--- src/rtl/bil_pkg.sv ---
package bil_pkg;

  localparam int DEPTH_DEFAULT = 64;

  localparam int OPCODE_W = 3;
  localparam int DATA_W   = 32;
  localparam int POS_W    = 7;
  localparam int STATUS_W = 3;
  localparam int COUNT_W  = 7;

  typedef enum logic [OPCODE_W-1:0] {
    OP_APPEND    = 3'd0,
    OP_PREPEND   = 3'd1,
    OP_POP_BACK  = 3'd2,
    OP_POP_FRONT = 3'd3,
    OP_INSERT    = 3'd4,
    OP_REMOVE    = 3'd5,
    OP_FIND      = 3'd6,
    OP_READ      = 3'd7
  } op_t;

  typedef enum logic [STATUS_W-1:0] {
    ST_OK       = 3'd0,
    ST_FULL     = 3'd1,
    ST_EMPTY    = 3'd2,
    ST_BADIDX   = 3'd3,
    ST_NOTFOUND = 3'd4
  } status_t;

endpackage

--- src/rtl/bil_if.sv ---
// request channel
interface bil_req_if import bil_pkg::*; ();
  logic                     valid;
  logic                     ready;
  op_t                      opcode;
  logic signed [DATA_W-1:0] value;
  logic [POS_W-1:0]         position;

  modport source (output valid, output opcode, output value, output position, input ready);
  modport sink   (input valid, input opcode, input value, input position, output ready);
endinterface

// response channel
interface bil_rsp_if import bil_pkg::*; ();
  logic                     valid;
  logic                     ready;
  status_t                  status;
  logic signed [DATA_W-1:0] data;
  logic [COUNT_W-1:0]       count;

  modport source (output valid, output status, output data, output count, input ready);
  modport sink   (input valid, input status, input data, input count, output ready);
endinterface

--- src/rtl/bounded_integer_list_engine.sv ---
// channel  direction  payload                    handshake
// req      in         opcode, value, position    valid / ready
// rsp      out        status, data, count        valid / ready
//
// one request at a time; every request gives exactly one response
// append, pop back and rejected requests finish at once; read at waits for one store read
// find reads each element; insert/prepend shift up from the last element, but a tail insert
// writes at once; remove/pop front shift down (list walk on the store's single read port)
// reset (rst, synchronous) clears the count and the control state; the store is not cleared
// a stalled response sits in the output register while the next request is taken
module bounded_integer_list_engine import bil_pkg::*; #(
  parameter int DEPTH = DEPTH_DEFAULT
) (
  input  logic      clk,
  input  logic      rst,
  bil_req_if.sink   req,
  bil_rsp_if.source rsp
);

  localparam int AW = (DEPTH > 1) ? $clog2(DEPTH) : 1;
  localparam int CW = $clog2(DEPTH + 1);
  localparam int XW = (POS_W > CW) ? POS_W : CW;

  typedef enum logic [6:0] {
    S_IDLE = 7'b0000001,
    S_READ = 7'b0000010,
    S_SCAN = 7'b0000100,
    S_UP   = 7'b0001000,
    S_PUT  = 7'b0010000,
    S_DOWN = 7'b0100000,
    S_DONE = 7'b1000000
  } state_t;

  // element store, one write and one registered read per cycle
  logic [DATA_W-1:0] mem [DEPTH];
  logic [DATA_W-1:0] rdata;
  logic              we;
  logic [AW-1:0]     waddr;
  logic [AW-1:0]     raddr;
  logic [DATA_W-1:0] wdata;

  // working registers
  state_t            state, state_next;
  logic [CW-1:0]     cnt, cnt_next;
  logic [AW-1:0]     ptr, ptr_next;     // address of the word arriving on rdata
  logic [AW-1:0]     pos, pos_next;     // insert slot
  logic [DATA_W-1:0] val, val_next;
  status_t           res_status, res_status_next;
  logic [DATA_W-1:0] res_data, res_data_next;

  // output register
  logic              out_valid;
  status_t           out_status;
  logic [DATA_W-1:0] out_data;
  logic [COUNT_W-1:0] out_count;

  logic          accept;
  logic          full;
  logic          load_out;
  logic [XW-1:0] in_pos_x;
  logic [XW-1:0] cnt_x;
  logic [XW-1:0] ins_pos_x;
  logic [XW-1:0] rm_pos_x;
  logic [CW-1:0] cnt_m1;
  logic [AW-1:0] cnt_a;
  logic [AW-1:0] last_a;

  assign req.ready = (state == S_IDLE);
  assign accept    = req.valid && req.ready;
  assign full      = (cnt == CW'(DEPTH));
  assign in_pos_x  = XW'(req.position);
  assign cnt_x     = XW'(cnt);
  // prepend and pop front work as insert and remove at the head
  assign ins_pos_x = (req.opcode == OP_PREPEND) ? '0 : in_pos_x;
  assign rm_pos_x  = (req.opcode == OP_POP_FRONT) ? '0 : in_pos_x;
  assign cnt_m1    = cnt - CW'(1);
  assign cnt_a     = AW'(cnt);
  assign last_a    = AW'(cnt_m1);
  assign load_out  = (state == S_DONE) && (!out_valid || rsp.ready);

  always_comb begin
    state_next      = state;
    cnt_next        = cnt;
    ptr_next        = ptr;
    pos_next        = pos;
    val_next        = val;
    res_status_next = res_status;
    res_data_next   = res_data;
    we              = 1'b0;
    waddr           = ptr;
    wdata           = rdata;
    raddr           = ptr;

    case (state)
      S_IDLE: begin
        if (accept) begin
          res_status_next = ST_OK;
          res_data_next   = '0;
          val_next        = req.value;
          state_next      = S_DONE;
          case (req.opcode)
            OP_APPEND: begin
              if (full) begin
                res_status_next = ST_FULL;
              end else begin
                we       = 1'b1;
                waddr    = cnt_a;
                wdata    = req.value;
                cnt_next = cnt + CW'(1);
              end
            end
            OP_POP_BACK: begin
              if (cnt == '0) begin
                res_status_next = ST_EMPTY;
              end else begin
                cnt_next = cnt_m1;
              end
            end
            OP_PREPEND, OP_INSERT: begin
              if (ins_pos_x > cnt_x) begin
                res_status_next = ST_BADIDX;
              end else if (full) begin
                res_status_next = ST_FULL;
              end else if (ins_pos_x == cnt_x) begin
                // slot at the tail, nothing to move
                we       = 1'b1;
                waddr    = AW'(ins_pos_x);
                wdata    = req.value;
                cnt_next = cnt + CW'(1);
              end else begin
                // walk down from the last element, moving each up by one
                raddr      = last_a;
                ptr_next   = last_a;
                pos_next   = AW'(ins_pos_x);
                state_next = S_UP;
              end
            end
            OP_POP_FRONT, OP_REMOVE: begin
              if (rm_pos_x >= cnt_x) begin
                res_status_next = (req.opcode == OP_POP_FRONT) ? ST_EMPTY : ST_BADIDX;
              end else if (rm_pos_x == XW'(cnt_m1)) begin
                cnt_next = cnt_m1;
              end else begin
                // walk up from the slot after the hole, moving each down by one
                raddr      = AW'(rm_pos_x) + AW'(1);
                ptr_next   = AW'(rm_pos_x) + AW'(1);
                state_next = S_DOWN;
              end
            end
            OP_FIND: begin
              res_status_next = ST_NOTFOUND;
              if (cnt != '0) begin
                raddr      = '0;
                ptr_next   = '0;
                state_next = S_SCAN;
              end
            end
            OP_READ: begin
              if (in_pos_x >= cnt_x) begin
                res_status_next = ST_BADIDX;
              end else begin
                raddr      = AW'(in_pos_x);
                state_next = S_READ;
              end
            end
            default: begin
              state_next = S_DONE;
            end
          endcase
        end
      end
      S_READ: begin
        res_data_next = rdata;
        state_next    = S_DONE;
      end
      S_SCAN: begin
        // later matches overwrite earlier ones
        if (rdata == val) begin
          res_status_next = ST_OK;
          res_data_next   = DATA_W'(ptr) + DATA_W'(1);
        end
        if (ptr == last_a) begin
          state_next = S_DONE;
        end else begin
          ptr_next = ptr + AW'(1);
          raddr    = ptr + AW'(1);
        end
      end
      S_UP: begin
        we    = 1'b1;
        waddr = ptr + AW'(1);
        wdata = rdata;
        if (ptr == pos) begin
          state_next = S_PUT;
        end else begin
          ptr_next = ptr - AW'(1);
          raddr    = ptr - AW'(1);
        end
      end
      S_PUT: begin
        we         = 1'b1;
        waddr      = pos;
        wdata      = val;
        cnt_next   = cnt + CW'(1);
        state_next = S_DONE;
      end
      S_DOWN: begin
        we    = 1'b1;
        waddr = ptr - AW'(1);
        wdata = rdata;
        if (ptr == last_a) begin
          cnt_next   = cnt_m1;
          state_next = S_DONE;
        end else begin
          ptr_next = ptr + AW'(1);
          raddr    = ptr + AW'(1);
        end
      end
      S_DONE: begin
        if (load_out) begin
          state_next = S_IDLE;
        end
      end
      default: begin
        state_next = S_IDLE;
      end
    endcase
  end

  // store: read and write addresses never meet in the same cycle during a walk
  always_ff @(posedge clk) begin
    if (we) begin
      mem[waddr] <= wdata;
    end
    rdata <= mem[raddr];
  end

  always_ff @(posedge clk) begin
    if (rst) begin
      state <= S_IDLE;
      cnt   <= '0;
    end else begin
      state <= state_next;
      cnt   <= cnt_next;
    end
  end

  always_ff @(posedge clk) begin
    ptr        <= ptr_next;
    pos        <= pos_next;
    val        <= val_next;
    res_status <= res_status_next;
    res_data   <= res_data_next;
  end

  // response register
  always_ff @(posedge clk) begin
    if (rst) begin
      out_valid <= 1'b0;
    end else if (load_out) begin
      out_valid <= 1'b1;
    end else if (rsp.ready) begin
      out_valid <= 1'b0;
    end
  end

  always_ff @(posedge clk) begin
    if (load_out) begin
      out_status <= res_status;
      out_data   <= res_data;
      out_count  <= COUNT_W'(cnt);
    end
  end

  assign rsp.valid  = out_valid;
  assign rsp.status = out_status;
  assign rsp.data   = out_data;
  assign rsp.count  = out_count;

  // the list never grows past its capacity
  a_cnt_bound: assert property (@(posedge clk) disable iff (rst)
    cnt <= CW'(DEPTH))
    else $error("element count beyond capacity");

  // one request in flight: after an accept the request side closes
  a_one_in_flight: assert property (@(posedge clk) disable iff (rst)
    accept |=> !req.ready)
    else $error("request taken while another is at work");

  // the count moves by at most one per request
  a_cnt_step: assert property (@(posedge clk) disable iff (rst)
    cnt != $past(cnt) |-> (cnt == $past(cnt) + CW'(1) || cnt == $past(cnt) - CW'(1)))
    else $error("element count jumped");

  // a response only comes out of the finishing state
  a_rsp_source: assert property (@(posedge clk) disable iff (rst)
    $rose(rsp.valid) |-> $past(state == S_DONE))
    else $error("response raised outside the finishing state");

endmodule
--- src/flat_wrapper.sv ---
// flat-port wrapper written by rule: the top's interface ports become plain ports
module bounded_integer_list_engine_flat import bil_pkg::*;
#(
  parameter int DEPTH = DEPTH_DEFAULT
)
  (clk, rst, req_valid, req_opcode, req_value, req_position, req_ready, rsp_valid, rsp_status, rsp_data, rsp_count, rsp_ready);
  bil_req_if req_i ();
  bil_rsp_if rsp_i ();
  input  logic clk;
  input  logic rst;
  input wire logic [$bits(req_i.valid)-1:0] req_valid;
  input wire logic [$bits(req_i.opcode)-1:0] req_opcode;
  input wire logic [$bits(req_i.value)-1:0] req_value;
  input wire logic [$bits(req_i.position)-1:0] req_position;
  output wire logic [$bits(req_i.ready)-1:0] req_ready;
  output wire logic [$bits(rsp_i.valid)-1:0] rsp_valid;
  output wire logic [$bits(rsp_i.status)-1:0] rsp_status;
  output wire logic [$bits(rsp_i.data)-1:0] rsp_data;
  output wire logic [$bits(rsp_i.count)-1:0] rsp_count;
  input wire logic [$bits(rsp_i.ready)-1:0] rsp_ready;
  assign req_i.valid = req_valid;
  assign req_i.opcode = req_opcode;
  assign req_i.value = req_value;
  assign req_i.position = req_position;
  assign req_ready = req_i.ready;
  assign rsp_valid = rsp_i.valid;
  assign rsp_status = rsp_i.status;
  assign rsp_data = rsp_i.data;
  assign rsp_count = rsp_i.count;
  assign rsp_i.ready = rsp_ready;
  bounded_integer_list_engine #(.DEPTH(DEPTH)) u_core (.clk(clk), .rst(rst), .req(req_i), .rsp(rsp_i));
endmodule
--- config.mk ---
export PLATFORM = sky130hd
export DESIGN_NAME = bounded_integer_list_engine_flat
export DESIGN_NICKNAME = d
export VERILOG_FILES = /design/src/rtl/bil_pkg.sv /design/src/rtl/bil_if.sv /design/src/rtl/bounded_integer_list_engine.sv /design/src/flat_wrapper.sv
export SDC_FILE = /design/constraint.sdc
export NUM_CORES = 2
export LEC_CHECK = 0
export ABC_AREA = 1
export BUFFER_PORTS_ARGS = -buffer_cell sky130_fd_sc_hd__buf_4
export CORE_MARGIN = 2
export CORE_UTILIZATION = 25
export CTS_BUF_LIST = sky130_fd_sc_hd__clkbuf_2 sky130_fd_sc_hd__clkbuf_4 sky130_fd_sc_hd__clkbuf_8
export DETAILED_ROUTE_END_ITERATION = 8
export GPL_ROUTABILITY_DRIVEN = 0
export GPL_TIMING_DRIVEN = 0
export PLACE_DENSITY = 0.37
export SYNTH_ARGS = -nofsm -noshare
export SYNTH_HDL_FRONTEND = slang
export SYNTH_SLANG_ARGS = --single-unit
--- constraint.sdc ---
create_clock -name clk -period 6.4 [get_ports clk]
set_input_delay 0.96 -clock clk [delete_from_list [all_inputs] [get_ports clk]]
set_output_delay 0.96 -clock clk [all_outputs]
set_load 0.02 [all_outputs]
### Word-level counts from Yosys, hierarchy flattened

Memory sizes are Yosys's and may differ from the RTL's. A register that Yosys moved wholly into a read port is not among the register bits.
Index checks and enable logic that the tools add are counted.

| cells by class | value |
|---|---|
| add/sub/neg operators | 6 |
| $lt $le $gt $ge | 3 |
| equality and inequality tests | 35 |
| mux-type cells | 79 |
| bitwise gates (word level) | 3 |
| reduce and logical (&&, ||, !) cells | 24 |

Operators by type and width:

| kind | number |
|---|---|
| 2-to-1 mux 32 bit | 7 |
| 2-to-1 mux 7 bit | 22 |
| case mux 32 bit (2 select lines) | 2 |
| 2-to-1 mux 6 bit | 16 |
| case mux 32 bit (3 select lines) | 1 |
| case mux 7 bit (4 select lines) | 2 |
| case mux 6 bit (3 select lines) | 3 |
| case mux 6 bit (4 select lines) | 2 |
| case mux 7 bit (5 select lines) | 1 |
| equality test 32 bit | 1 |
| inequality test 3 bit, second input constant | 7 |
| case mux 7 bit (3 select lines) | 1 |
| case mux 3 bit (6 select lines) | 1 |
| equality test 7 bit | 2 |
| equality test 7 bit, second input constant | 2 |
| >= comparator 7 bit | 2 |
| adder 6 x 1 -> 6 bit, second input constant | 2 |
| equality test 3 bit, second input constant | 4 |
| equality test 6 bit | 2 |
| 2-to-1 mux 3 bit | 4 |
| case mux 6 bit (2 select lines) | 1 |
| 2-to-1 mux 1 bit | 11 |
| AND reduction 11 bit | 1 |
| inequality test 2 x 1 -> 1 bit, second input constant | 5 |
| 34 further kinds | 48 |

| storage, ports and cells | value |
|---|---|
| register bits | 136 |
| memory bits (writable) | 2048 |
| input port bits | 46 |
| output and inout port bits | 44 |
| logic and storage cells | 162 |
| memories | 1 |

Memories:

| name | depth | width | rd ports | clocked after Yosys merged registers in | write ports | RTL line | source |
|---|---|---|---|---|---|---|---|
| u_core.mem | 64 | 32 | 1 | 1 | 1 | bounded_integer_list_engine.sv:35 | `logic [DATA_W-1:0] mem [DEPTH];` |

### Depth between registers and ports, before layout

| logic depth | value |
|---|---|
| depth after elaboration | 11 |
| gate-level depth with buffers | 30 |
| gate-level depth less buffers | 27 |

### Least setup slack after synthesis

Ideal clock, no wire load.

| timing | value |
|---|---|
| kind | input port to flip-flop |
| start | input req_opcode[1] |
| end | memory u_core.mem[15][0], enable pin |
| library setup time | 421 ps |
| arrival time | 4882 ps |
| required time | 5979 ps |
| slack | 1096 ps |
| stages | 22 |
| buffers on the path | 3 |
| cells stage by stage | buf_2 > inv_1 > nand3_2 > buf_4 > nand2_1 > inv_1 > ha_1 > nand3_1 > nor2_1 > nand2_2 > nor2_2 > inv_2 > buf_2 > a21oi_1 > o21ai_1 > o221ai_1 > nand2_1 > a22oi_2 > inv_2 > nor2_1 > nand3_1 > nor2_1 |

| between the ends | value |
|---|---|
| cells in the longest elaborated chain, start to end | 11 |
| elaborated cells between the ends (all ways) | 21 |
| classes of those cells | 1 x order compare; 3 x eq/ne; 15 x mux; 2 x reduce/logical |

Ends and longest elaborated chain:

| what | RTL line | source |
|---|---|---|
| start: declaration | flat_wrapper.sv:12 | `input wire logic [$bits(req_i.opcode)-1:0] req_opcode;` |
| parallel branches: the longest is 11 deep, another holds > comparator 7 bit | - |  |
| end: declaration | bounded_integer_list_engine.sv:35 |  |

Several ways; the timed one is not identified.

### Worst setup path in the final report

| timing | value |
|---|---|
| start | register u_core.cnt[1] |
| end | register u_core.rdata[15], read port of u_core.mem |

| between the ends | value |
|---|---|
| cells in the longest elaborated chain, start to end | 7 |
| elaborated cells between the ends (all ways) | 20 |
| classes of those cells | 1 x add/sub; 3 x order compare; 4 x eq/ne; 11 x mux; 1 x reduce/logical |

Ends and longest elaborated chain:

| what | RTL line | source |
|---|---|---|
| start: declaration | bounded_integer_list_engine.sv:44 | `logic [CW-1:0] cnt, cnt_next;` |
| start signal: assignment | bounded_integer_list_engine.sv:244 | `cnt <= cnt_next;` |
| subtractor 7 x 1 -> 7 bit / equality test 7 bit (equally long branches) | bounded_integer_list_engine.sv:76, bounded_integer_list_engine.sv:124 |  |
| equality test 7 bit / 2-to-1 mux 6 bit (equally long branches) | bounded_integer_list_engine.sv:141, bounded_integer_list_engine.sv:124 |  |
| 2-to-1 mux 6 bit, on equally long branches (2 in a row) | - |  |
| case mux 6 bit (4 select lines) | bounded_integer_list_engine.sv:101 | `case (req.opcode)` |
| 2-to-1 mux 6 bit | bounded_integer_list_engine.sv:96 | `if (accept) begin` |
| case mux 6 bit (3 select lines) (*) | bounded_integer_list_engine.sv:94 | `case (state)` |
| end: declaration | bounded_integer_list_engine.sv:36 | `logic [DATA_W-1:0] rdata;` |

Mark *: on every way between the ends. The rest lies on a longest branch, timed or not.
A chain may end at the register's enable or synchronous reset.

==> summary.md <==
## Global route
* fraction of met2 tracks used by global routing: 33.60%
* met1 Resource Use GR: 29.29%
* GRT Resource Usage Total: 21.51%
* antenna violations before repair: 54
* pin count of the biggest net entering global routing: 35
* routing layer with the top usage in global route: met2
* Congestion Overflow GR: 0
* met3 global-route usage: 4.166%
* wire length of the first global-routing pass: 624700 µm
* number of global-route vias before repair: 76620

## Die
* die width: 643.5 µm
* die height: 643.5 µm
* number of ports placed on the die boundary: 90
* Row Count: 234
* DIE AREA: 414000 µm²
* starting density of the core: 25.14%
* core area: 406700 µm²

## Logic synthesis
* Syn Std Cell Area: 102200 µm²
* count of cell types in the netlist: 49
* syn_area_per_cell: 10.17 µm²
* cells after synthesis: 10050
* net count after synthesis: 10120
* sequential share of the synthesized area: 64.63%
* Seq cells post-synth: 2216
* yosys synthesis warning count: 0

## STA
* portion of the clock cycle consumed by the worst path in the final layout: 99.75%
* total of endpoints with negative setup slack in the final report: 0
* Slew @ Worst Pin: 1.404 ns
* Max-Slew Margin vs Limit: 6.057%
* number of max-slew violations in the final report: 0
* skew final: 0.1074 ns
* hold violation total from the final report: 0
* highest attainable clock frequency: 156.6 MHz
* Final min period: 6.384 ns

## Route
* Via Count: 80430
* Detailed Route WL: 459700 µm
* number of detailed-route iterations in the first pass: 6
* DRC errors left: 0
* number of nets with antenna violations after detailed routing: 0
* Avg WL per Cell: 27.62 µm
* routed vias/inst: 4.832
* initial detailed-routing violation count: 9080

## Place
* Port-buffer cells: 88
* number of placed cells counting well taps: 15850
* placed cell area: 114300 µm²
* half-perimeter wire length after detailed placement: 338000 µm

## Clock tree
* Skew-Pair Late Insertion Delay: 1.19 ns
* cell at the root of the clock tree: sky130_fd_sc_hd__clkbuf_8
* H-tree lvl count: 5
* total clock buffers created by CTS: 409
* buffer depth of the longest clock path: 4
* TritonCTS clock tree: yes
* number of clock sinks: 2216
* clock transition at the registers of the reported paths: 0.07 ns

## Critical path
* nature of the critical path startpoint: flop
* critical path startpoint: u_core.cnt[1]$_SDFFE_PP0P_
* endpoint type of the worst setup path: flop
* required time of the critical path: 7.45 ns
* CP Data Arrival Time: 7.43 ns
* reg2reg start: u_core.cnt[1]$_SDFFE_PP0P_
* Crit Path Category: flop to flop
* crit path max fanout: 10

## Worst hold path
* class of the tightest hold or removal check: primary input to flop
* start point of the worst hold path: rsp_ready

## Finish
* proportion of layout cells with a drive suffix above 1: 13.36%
* number of cells in the finished layout apart from fillers: 16650
* total number of nets in the final design: 10930
* area of combinational cells with multiple inputs: 25680 µm²
* Area growth syn-to-layout: 20.06%
* Final Instance Area: 122700 µm²
* area taken by flip-flops and latches: 66070 µm²
* filler cell count in the final layout: 42260

## Flow run
* number of maximum-capacitance constraint violations: 0

## Power
* cell leakage power: 0.04982 µW
* power density relative to cell area: 607.1 nW/µm²
* worst vdd rail ir drop: 400.2 µV

## Run status
* result of the run: complete, no violations

## registers in the layout, indices dropped and copies added, names as in the netlist
name and count:
u_core.val 32, u_core.rsp.valid 1, u_core.res_data 32, u_core.rsp.status 3, u_core.state 7, u_core.ptr 6
u_core.mem 2048, u_core.res_status 3, u_core.rsp.count 7, u_core.cnt 7, u_core.rdata 32, u_core.rsp.data 32
u_core.pos 6
## layer usage
metal / up-vias / share of wire [%]
met5: - / 0.0048
met4: 4 / 4.3
met3: 643 / 7.1
met2: 3296 / 45
met1: 40330 / 44
li1: 36160 / -
## critical path, stage by stage (launching register included)
cell                       delay (ns)
sky130_fd_sc_hd__dfxtp_1         0.41
sky130_fd_sc_hd__inv_1           0.33
sky130_fd_sc_hd__ha_1            0.32
sky130_fd_sc_hd__nand2_1         0.09
sky130_fd_sc_hd__nor2_2          0.17
sky130_fd_sc_hd__nand2_1         0.09
sky130_fd_sc_hd__nand2_2         0.16
sky130_fd_sc_hd__nand2_1         0.07
sky130_fd_sc_hd__nand3_1         0.08
sky130_fd_sc_hd__nor2_1          0.06
sky130_fd_sc_hd__nand2_1         0.17
sky130_fd_sc_hd__nand2_1         0.15
sky130_fd_sc_hd__nor2_1          0.47
sky130_fd_sc_hd__nand3b_1        0.15
sky130_fd_sc_hd__o21ai_0         0.14
sky130_fd_sc_hd__nand3b_1        0.16
sky130_fd_sc_hd__o21ai_1         0.06
sky130_fd_sc_hd__nand2_1         0.07
sky130_fd_sc_hd__nor2_1          0.14
sky130_fd_sc_hd__inv_1           0.10
sky130_fd_sc_hd__buf_2           0.81
sky130_fd_sc_hd__buf_2           0.62
sky130_fd_sc_hd__nand3_1         0.25
sky130_fd_sc_hd__nand3_1         0.59
sky130_fd_sc_hd__nand3_1         0.26
sky130_fd_sc_hd__nand2_1         0.31
## cell type report
type	instances	area share, %
inverter	2151	6.579
multi-input combinational	4982	20.92
sequential	2216	53.84
tap	5428	5.534
timing repair buffer	405	4.013
antenna	26	0.05301
clock buffer	577	5.691
clock inverter	157	0.7717
buffer	704	2.603
## per-stage QoR
step | util (%) | worst slack, ns | TNS [ns] | total power [µW] | hold WS, ns
3_5_place_dp | 28.12 | -0.7415 | -66.83 | 60130 | 0.4045
3_3_place_gp | 26.97 | -9.462 | - | 59580 | 0.4063
4_1_cts | 30.15 | 0.02491 | 0 | 74050 | 0.03601
6_report | 30.18 | 0.01608 | 0 | 74510 | 0.1293
2_1_floorplan | - | 1.096 | 0 | 38160 | 0.4003
5_1_grt | 30.17 | -0.002957 | -0.005565 | 77160 | 0.1127
## Yosys cell counts (all sizes together)
cell	count	area, µm²
a2111oi	1	8.760
a211oi	6	45.04
a21boi	1	7.510
a21oi	35	175.2
a221oi	6	52.55
a22oi	35	267.8
a311oi	5	43.79
a31oi	3	18.77
a41oi	2	17.52
buf	370	1897
clkbuf	334	1254
clkinv	4	15.01
dfxtp	47	940.9
edfxtp	2169	65130
ha	17	212.7
inv	2147	8059
nand2	1371	5159
nand3	1978	9915
nand3b	5	37.54
nand4	981	6143
nor2	227	903.4
nor2b	1	6.260
nor3	11	55.05
nor4	5	37.53
o2111ai	6	52.55
o211ai	27	202.7
o21a	4	30.03
o21ai	174	870.8
o21bai	2	15.01
o221ai	19	166.4
o22ai	11	68.82
o31ai	3	22.52
o32ai	1	8.760
o41ai	1	8.760
or2	3	18.77
xnor2	22	192.7
xor2	19	166.4
## cells by family (layout without fill, tap and decap cells)
kind of cell | count (synthesis) | in the layout | synth area share (%)
XOR/XNOR | 41 | 41 | 0.3513
AO/OA/AOI/OAI | 342 | 342 | 2.038
flip-flops | 2216 | 2216 | 64.63
AND/OR/NAND/NOR | 4582 | 4582 | 21.79
other | 0 | 26 | 0
adder cells (fa/ha/maj) | 17 | 17 | 0.2081
buffers and inverters | 2855 | 3994 | 10.98
## layout by cell type (no fill, tap or decap), types with 35 or more instances in the layout
cell	n
sky130_fd_sc_hd__dfxtp_1	46
sky130_fd_sc_hd__nor2_4	67
sky130_fd_sc_hd__clkbuf_1	322
sky130_fd_sc_hd__clkbuf_8	424
sky130_fd_sc_hd__edfxtp_1	2169
sky130_fd_sc_hd__buf_12	93
sky130_fd_sc_hd__o21ai_0	169
sky130_fd_sc_hd__a21oi_1	35
sky130_fd_sc_hd__nor2_1	150
sky130_fd_sc_hd__nand2_1	1366
sky130_fd_sc_hd__clkbuf_4	155
sky130_fd_sc_hd__clkinv_1	100
sky130_fd_sc_hd__buf_4	261
sky130_fd_sc_hd__inv_1	2124
sky130_fd_sc_hd__buf_2	294
sky130_fd_sc_hd__nand4_1	980
sky130_fd_sc_hd__nand3_1	1970
## path summary, 6_finish.rpt
kind,to,cells after the start,slack (ns)
min,u_core.rsp.valid$_SDFFE_PP0P_,4,0.13
max reg2reg,u_core.rdata[15]$_DFF_P_,25,0.02
max,u_core.rdata[15]$_DFF_P_,25,0.02
min reg2reg,u_core.rsp.data[16]$_DFFE_PP_,0,0.42
## report_power, final
group,internal [µW],switching (µW)
Sequential,18500,328
Clock,7310,6430
Combinational,9520,32400
Total,35400,39200
## repair_timing
item,4_1_cts,5_1_grt
gates resized for setup,16,16
pin swaps,0,0
hold endpoints to repair,32,0
hold buffers,32,0
setup endpoints to repair,31,26
buffers inserted,0,0
(Power assumes the default switching activity.)
